==> config.mk <==
export PLATFORM = sky130hd
export DESIGN_NAME = alarm_button_controller
export DESIGN_NICKNAME = d
export VERILOG_FILES = /design/src/rtl/core/abc_pkg.sv /design/src/rtl/core/alarm_button_controller.sv
export SDC_FILE = /design/constraint.sdc
export NUM_CORES = 1
export LEC_CHECK = 0
export BUFFER_PORTS_ARGS = -buffer_cell sky130_fd_sc_hd__buf_2
export CORE_ASPECT_RATIO = 0.75
export CORE_MARGIN = 2
export CORE_UTILIZATION = 53
export DETAILED_ROUTE_END_ITERATION = 16
export PLACE_DENSITY = 0.71
export SYNTH_ARGS = -nofsm -noshare
export SYNTH_HDL_FRONTEND = slang
export SYNTH_SLANG_ARGS = --single-unit
==> constraint.sdc <==
create_clock -name aclk -period 11.35 [get_ports aclk]
set_clock_uncertainty 0.05 [all_clocks]
set_input_delay 1.7025 -clock aclk [delete_from_list [all_inputs] [get_ports aclk]]
set_output_delay 1.7025 -clock aclk [all_outputs]
set_load 0.02 [all_outputs]
==> src/rtl/core/abc_pkg.sv <==
// types, codes and constants shared by the alarm button controller
`default_nettype none

package abc_pkg;

    typedef enum logic [1:0] {
        MODE_CLOCK = 2'd0,
        MODE_TUNE  = 2'd1,
        MODE_ALARM = 2'd2
    } mode_t;

    typedef enum logic [1:0] {
        PRESS_NONE  = 2'd0,
        PRESS_SHORT = 2'd1,
        PRESS_LONG  = 2'd2
    } press_t;

    localparam logic [1:0] BTN_USER  = 2'd0;
    localparam logic [1:0] BTN_LEFT  = 2'd1;
    localparam logic [1:0] BTN_RIGHT = 2'd2;
    localparam logic [1:0] BTN_NONE  = 2'd3;

    localparam logic REQ_BUTTON = 1'b0;
    localparam logic REQ_ALARM  = 1'b1;

    localparam logic [1:0] CFG_DEBOUNCE     = 2'd0;
    localparam logic [1:0] CFG_LONG_PRESS   = 2'd1;
    localparam logic [1:0] CFG_SHORT_SNOOZE = 2'd2;
    localparam logic [1:0] CFG_LONG_SNOOZE  = 2'd3;

    localparam logic [15:0] DEBOUNCE_RST     = 16'd50;
    localparam logic [15:0] LONG_PRESS_RST   = 16'd250;
    localparam logic [31:0] SHORT_SNOOZE_RST = 32'd300000;
    localparam logic [31:0] LONG_SNOOZE_RST  = 32'd600000;
    localparam logic [31:0] ALARM_TIME_RST   = 32'd500000000;

    localparam logic [31:0] MINUTE_MS = 32'd60000;
    localparam logic [31:0] HOUR_MS   = 32'd3600000;

    localparam int NUM_BUTTONS = 3;

    typedef struct packed {
        logic        req_type;
        logic [1:0]  which_button;
        logic        rising;
        logic [31:0] now_ms;
    } req_t;

    typedef struct packed {
        mode_t       mode;
        logic        hour_select;
        logic [31:0] alarm_ms;
        press_t      press_kind;
        logic [1:0]  press_button;
        logic        stop_alarm;
    } rsp_t;

endpackage

`default_nettype wire

==> src/rtl/core/alarm_button_controller.sv <==
// alarm clock button controller: debounce, press classing and mode machine
// an accepted request is held in the input register, and its result in the result register
// throughput: one request per cycle while m_ready is high, set by the single input-to-result stage
// the result register frees as soon as m_ready takes it, so no bubbles
// reset (aresetn low, synchronous): clock mode, minute field, buttons released,
// alarm time 500000000 ms, configuration registers at their default values
`default_nettype none

module alarm_button_controller
    import abc_pkg::*;
(
    input  wire logic        aclk,
    input  wire logic        aresetn,

    input  wire logic        cfg_we,
    input  wire logic [1:0]  cfg_index,
    input  wire logic [31:0] cfg_wdata,

    input  wire logic        s_valid,
    output logic             s_ready,
    input  wire req_t        s_data,

    output logic             m_valid,
    input  wire logic        m_ready,
    output rsp_t             m_data
);

    logic [15:0] debounce_reg;
    logic [15:0] long_press_reg;
    logic [31:0] short_snooze_reg;
    logic [31:0] long_snooze_reg;

    logic        in_valid_reg;
    req_t        in_data_reg;
    logic        out_valid_reg;
    rsp_t        out_data_reg;

    logic [NUM_BUTTONS-1:0] held_reg, held_next;
    logic [31:0] last_edge_reg [NUM_BUTTONS];
    logic [31:0] last_edge_next [NUM_BUTTONS];
    logic [31:0] press_start_reg [NUM_BUTTONS];
    logic [31:0] press_start_next [NUM_BUTTONS];
    mode_t       mode_reg, mode_next;
    logic        hour_reg, hour_next;
    logic [31:0] alarm_reg, alarm_next;

    logic        out_free;
    logic        advance;
    rsp_t        rsp_next;

    assign out_free = !out_valid_reg || m_ready;
    assign advance  = in_valid_reg && out_free;
    assign s_ready  = !in_valid_reg || out_free;
    assign m_valid  = out_valid_reg;
    assign m_data   = out_data_reg;

    always_comb begin
        logic [1:0]  btn;
        logic        open;
        logic        lng;
        logic        clear;
        logic [31:0] delta;
        logic [31:0] last_sel;
        logic [31:0] start_sel;
        press_t      kind;
        logic [1:0]  pbtn;
        logic        stop;

        btn       = in_data_reg.which_button;
        held_next = held_reg;
        last_edge_next   = last_edge_reg;
        press_start_next = press_start_reg;
        mode_next = mode_reg;
        hour_next = hour_reg;
        clear     = 1'b0;
        delta     = 32'd0;
        kind      = PRESS_NONE;
        pbtn      = BTN_USER;
        stop      = 1'b0;
        lng       = 1'b0;

        case (btn)
            BTN_LEFT: begin
                last_sel  = last_edge_reg[1];
                start_sel = press_start_reg[1];
            end
            BTN_RIGHT: begin
                last_sel  = last_edge_reg[2];
                start_sel = press_start_reg[2];
            end
            default: begin
                last_sel  = last_edge_reg[0];
                start_sel = press_start_reg[0];
            end
        endcase

        open = (in_data_reg.now_ms - last_sel) > {16'd0, debounce_reg};

        if (in_data_reg.req_type == REQ_ALARM) begin
            mode_next = MODE_ALARM;
        end else if (btn != BTN_NONE) begin
            if (!held_reg[btn]) begin
                if (in_data_reg.rising && open) begin
                    held_next[btn]        = 1'b1;
                    last_edge_next[btn]   = in_data_reg.now_ms;
                    press_start_next[btn] = in_data_reg.now_ms;
                end
            end else if (!in_data_reg.rising && open) begin
                lng  = (in_data_reg.now_ms - start_sel) > {16'd0, long_press_reg};
                kind = lng ? PRESS_LONG : PRESS_SHORT;
                pbtn = btn;
                held_next[btn]        = 1'b0;
                last_edge_next[btn]   = in_data_reg.now_ms;
                press_start_next[btn] = 32'd0;
                case (mode_reg)
                    MODE_TUNE: begin
                        if (btn == BTN_USER) begin
                            if (lng) begin
                                mode_next = MODE_CLOCK;
                            end
                        end else if (!hour_reg) begin
                            if (btn == BTN_LEFT && lng) begin
                                hour_next = 1'b1;
                            end else if (btn == BTN_LEFT) begin
                                delta = 32'd0 - MINUTE_MS;
                            end else if (!lng) begin
                                delta = MINUTE_MS;
                            end
                        end else begin
                            if (btn == BTN_RIGHT && lng) begin
                                hour_next = 1'b0;
                            end else if (btn == BTN_LEFT && !lng) begin
                                delta = 32'd0 - HOUR_MS;
                            end else if (btn == BTN_RIGHT && !lng) begin
                                delta = HOUR_MS;
                            end
                        end
                    end
                    MODE_ALARM: begin
                        stop = 1'b1;
                        if (!lng) begin
                            if (btn == BTN_LEFT) begin
                                delta = short_snooze_reg;
                            end else if (btn == BTN_RIGHT) begin
                                delta = long_snooze_reg;
                            end
                            mode_next = MODE_CLOCK;
                        end
                    end
                    default: begin
                        if (btn == BTN_USER && lng) begin
                            clear     = 1'b1;
                            mode_next = MODE_TUNE;
                        end else begin
                            mode_next = MODE_CLOCK;
                        end
                    end
                endcase
            end
        end

        alarm_next = clear ? 32'd0 : alarm_reg + delta;

        rsp_next.mode         = mode_next;
        rsp_next.hour_select  = hour_next;
        rsp_next.alarm_ms     = alarm_next;
        rsp_next.press_kind   = kind;
        rsp_next.press_button = pbtn;
        rsp_next.stop_alarm   = stop;
    end

    always_ff @(posedge aclk) begin
        if (!aresetn) begin
            debounce_reg     <= DEBOUNCE_RST;
            long_press_reg   <= LONG_PRESS_RST;
            short_snooze_reg <= SHORT_SNOOZE_RST;
            long_snooze_reg  <= LONG_SNOOZE_RST;
        end else if (cfg_we) begin
            case (cfg_index)
                CFG_DEBOUNCE:     debounce_reg     <= cfg_wdata[15:0];
                CFG_LONG_PRESS:   long_press_reg   <= cfg_wdata[15:0];
                CFG_SHORT_SNOOZE: short_snooze_reg <= cfg_wdata;
                CFG_LONG_SNOOZE:  long_snooze_reg  <= cfg_wdata;
                default: ;
            endcase
        end
    end

    always_ff @(posedge aclk) begin
        if (!aresetn) begin
            in_valid_reg  <= 1'b0;
            out_valid_reg <= 1'b0;
            held_reg      <= '0;
            last_edge_reg   <= '{default: 32'd0};
            press_start_reg <= '{default: 32'd0};
            mode_reg      <= MODE_CLOCK;
            hour_reg      <= 1'b0;
            alarm_reg     <= ALARM_TIME_RST;
        end else begin
            if (s_valid && s_ready) begin
                in_valid_reg <= 1'b1;
            end else if (advance) begin
                in_valid_reg <= 1'b0;
            end
            if (advance) begin
                out_valid_reg   <= 1'b1;
                held_reg        <= held_next;
                last_edge_reg   <= last_edge_next;
                press_start_reg <= press_start_next;
                mode_reg        <= mode_next;
                hour_reg        <= hour_next;
                alarm_reg       <= alarm_next;
            end else if (m_ready) begin
                out_valid_reg <= 1'b0;
            end
        end
    end

    always_ff @(posedge aclk) begin
        if (s_valid && s_ready) begin
            in_data_reg <= s_data;
        end
        if (advance) begin
            out_data_reg <= rsp_next;
        end
    end

    a_stop_has_press: assert property (@(posedge aclk) disable iff (!aresetn)
        out_valid_reg && out_data_reg.stop_alarm |-> out_data_reg.press_kind != PRESS_NONE)
        else $error("stop without a recognized press");

    a_no_press_no_button: assert property (@(posedge aclk) disable iff (!aresetn)
        out_valid_reg && out_data_reg.press_kind == PRESS_NONE
            |-> out_data_reg.press_button == BTN_USER)
        else $error("press button set without a press");

    a_long_stop_keeps_alarm: assert property (@(posedge aclk) disable iff (!aresetn)
        out_valid_reg && out_data_reg.stop_alarm && out_data_reg.press_kind == PRESS_LONG
            |-> out_data_reg.mode == MODE_ALARM)
        else $error("long press in alarm mode left alarm mode");

    a_input_held: assert property (@(posedge aclk) disable iff (!aresetn)
        in_valid_reg && !out_free |=> in_valid_reg && $stable(in_data_reg))
        else $error("input stage lost a stalled request");

    a_result_tracks_state: assert property (@(posedge aclk) disable iff (!aresetn)
        advance |=> out_data_reg.alarm_ms == alarm_reg && out_data_reg.mode == mode_reg)
        else $error("result differs from updated state");

endmodule

`default_nettype wire

==> out/metrics.cfg <==
[run_status]
outcome = complete, no violations

[drt]
drt_pass1_iterations = 5
vias = 19100
drcViolationCount = 0
first_iter_violations = 1916
wire_per_inst_um = 20.3
wl_mm = 64.6
detail-route-antenna-nets = 0
vias_per_cell = 6.01

[pwr]
intPower_mw = 2.68
ir_worst_vdd_uv = 118
pwr_density_cell_nw_per_um2 = 148
switching_share_pct = 28.5
sequentialPowerShare_pct = 40.7
p_leak_nw = 9.17
pwr-share-clk_pct = 41.0
comb_power_share_pct = 18.3
switchingPower_mw = 1.07

[cts]
h-tree-depth = 2
tritoncts = done
root_buffer = clkbuf_16
cts_made_buffers = 42
clk_pin_slew_ns = 0.07
cts_hold_buffers = 0
clk_latency_ns = 0.57
cts_buffer_depth = 3
clkSinkCount = 404

[die]
core_area_um2 = 42200
die_y_um = 183
die_w_um = 243
core.rowCount = 65
start_util_pct = 53.9
pin_count = 117
die-area_um2 = 44600

[synthesis]
yosys_warnings = 0
ys_top_cells_by_count = nand2_1, dfxtp_1, nor2b_1
synth.most_common_cell = nand2_1
async_flop_share_pct = 0
yosys-top-cells-area = dfxtp_1, edfxtp_1, mux2i_1
yosysSeqAreaShare_pct = 38.9
syn_area_per_cell_um2 = 8.94
yosysTopAreaCellShare_pct = 28.9
synth_cell_types = 76
synth_flop_cell = dfxtp_1
synth_fp_nets = 2751
syn-cell-area_um2 = 22700
syn_inst = 2542
synth-edff-count = 76
synth_top_area_cell = dfxtp_1
synth_seq_cells = 404

[layout]
stdcell_count = 3186
drive_gt1_share_pct = 9.45
nets = 2791
fin_util_pct = 60.0
synthToLayoutAreaGrowth_pct = 11.4

[setup_path]
arrival_ns = 10.85
startpoint_type = flip-flop
criticalPathCategory = reg -> reg
crit_path_max_incr_delay_ns = 0.55
critPathMaxFanout = 32
worstPathRequired_ns = 11.60
crit_path_end_kind = flip-flop
cpMaxStageDelayCell = o311ai_0

[timing]
worstMarginPinSlew_ns = 1.08
relSlewSlack_pct = 28.1
hold_viol = 0
rsz0062_at_grt = no
clock.fmax_mhz = 94.3
fin_tns_setup_ns = 0
period_needed_ns = 10.61
fin_crit_sh_pct = 93.5
report.final.slew_viol_count = 0
setup_viol_count_final = 0

[global_route]
antenna_found_initial = 4
grt_pass1_vias = 17900
grt_overflow = 0
grt_max_degree = 125
track_usage_pct = 28.1
grt_pass1_wl_mm = 100

[worst_hold_path]
hp-class = reg -> reg

[placement]
hpwl_mm = 45.2
io_buffers = 116
gp_congestion = 0.953
dp_cells = 3103

[job]
max_cap_viol_count = 0

-- timing repair --
item	4_1_cts	5_1_grt
gates resized for setup	0	2
setup endpoints to repair	0	6
buffers inserted	0	4
-- routing by layer --
layer	share of wire [%]	GRT usage, %	routed length, um	up-vias
li1	-	-	-	9132
met1	48	41.9	30900	9205
met2	41	40.4	26600	699
met3	8.5	6.41	5520	100
met4	2.4	7.48	1560	2
met5	0.020	0	13	-
-- cell type report --
type                            count  area (um^2)
Clock inverter                     21          365
Fill cell                        3677        16900
Clock buffer                       56         1170
Antenna cell                        2         5.00
Sequential cell                   404         8850
Multi-Input combinational cell   1922        13100
Tap cell                          569          712
Inverter                           65          244
Timing Repair Buffer              147          852
-- cell families (layout without fill, tap and decap cells) --
| logic type | Yosys count | in the layout | synth area share (%) |
|---|---|---|---|
| buffers and inverters | 216 | 289 | 3.75 |
| multiplexers | 213 | 213 | 9.40 |
| other | 0 | 2 | 0 |
| AO/OA/AOI/OAI | 619 | 619 | 18.3 |
| adder cells (fa/ha/maj) | 134 | 134 | 7.47 |
| flip-flops | 404 | 404 | 38.9 |
| XOR/XNOR | 68 | 68 | 2.62 |
| AND/OR/NAND/NOR | 888 | 888 | 19.5 |
-- power by group through the flow --
stage               logic (mW)  clock network (mW)  registers (mW)
global placement         0.642                   0            1.55
detailed placement       0.655                   0            1.55
finish                   0.684                1.54            1.52
CTS                      0.660                1.56            1.52
global route             0.749                1.61            1.53
floorplan                0.476                   0            1.55
-- final timing paths --
check	startpoint	end	slack, ns	cells after the start
max	in_data_reg[33]	m_data[35]	0.74	38
min	long_snooze_reg[11]	long_snooze_reg[11]	0.42	2
min reg2reg	long_snooze_reg[11]	long_snooze_reg[11]	0.42	2
max reg2reg	in_data_reg[33]	m_data[35]	0.74	38
-- layout by cell type (no fill, tap or decap), types with 6 or more instances in the layout --
cell type	instances
a211oi_1	15
a21boi_0	85
a21o_1	40
a21oi_1	114
a22oi_1	90
a31oi_1	13
and2_1	43
and3_1	13
and4_1	6
buf_2	115
buf_4	29
bufinv_16	8
clkbuf_1	8
clkbuf_16	43
clkinvlp_4	6
dfxtp_1	328
edfxtp_1	76
ha_1	128
inv_1	64
mux2i_1	209
nand2_1	353
nand2b_1	15
nand3_1	47
nand4_1	17
nor2_1	89
nor2b_1	224
nor3_1	27
o211ai_1	19
o21a_1	11
o21ai_0	109
o21bai_1	17
o22ai_1	20
o31ai_1	14
or3_1	15
xnor2_1	45
xor2_1	23
-- critical path: cells and delay by family (launching register included) --
kind,cells,cell delay [ns]
DFF,1,0.50
buffers and inverters,3,0.65
AOI/OAI and AO/OA,19,5.35
adders and majority gates,5,1.70
and+or+nand+nor,10,1.96
xor gates and xnor gates,1,0.09
-- per-stage QoR --
step	power (mW)	setup WS (ns)	area, um^2	hold WS (ns)
2_1_floorplan	2.02	2.27	22700	0.391
3_3_place_gp	2.20	1.14	23700	0.401
3_5_place_dp	2.21	0.644	23700	0.405
4_1_cts	3.74	0.614	25200	0.418
5_1_grt	3.89	0.0638	25300	0.437
6_report	3.74	0.742	25300	0.415
Note: power is estimated with default switching activity, not from simulation.
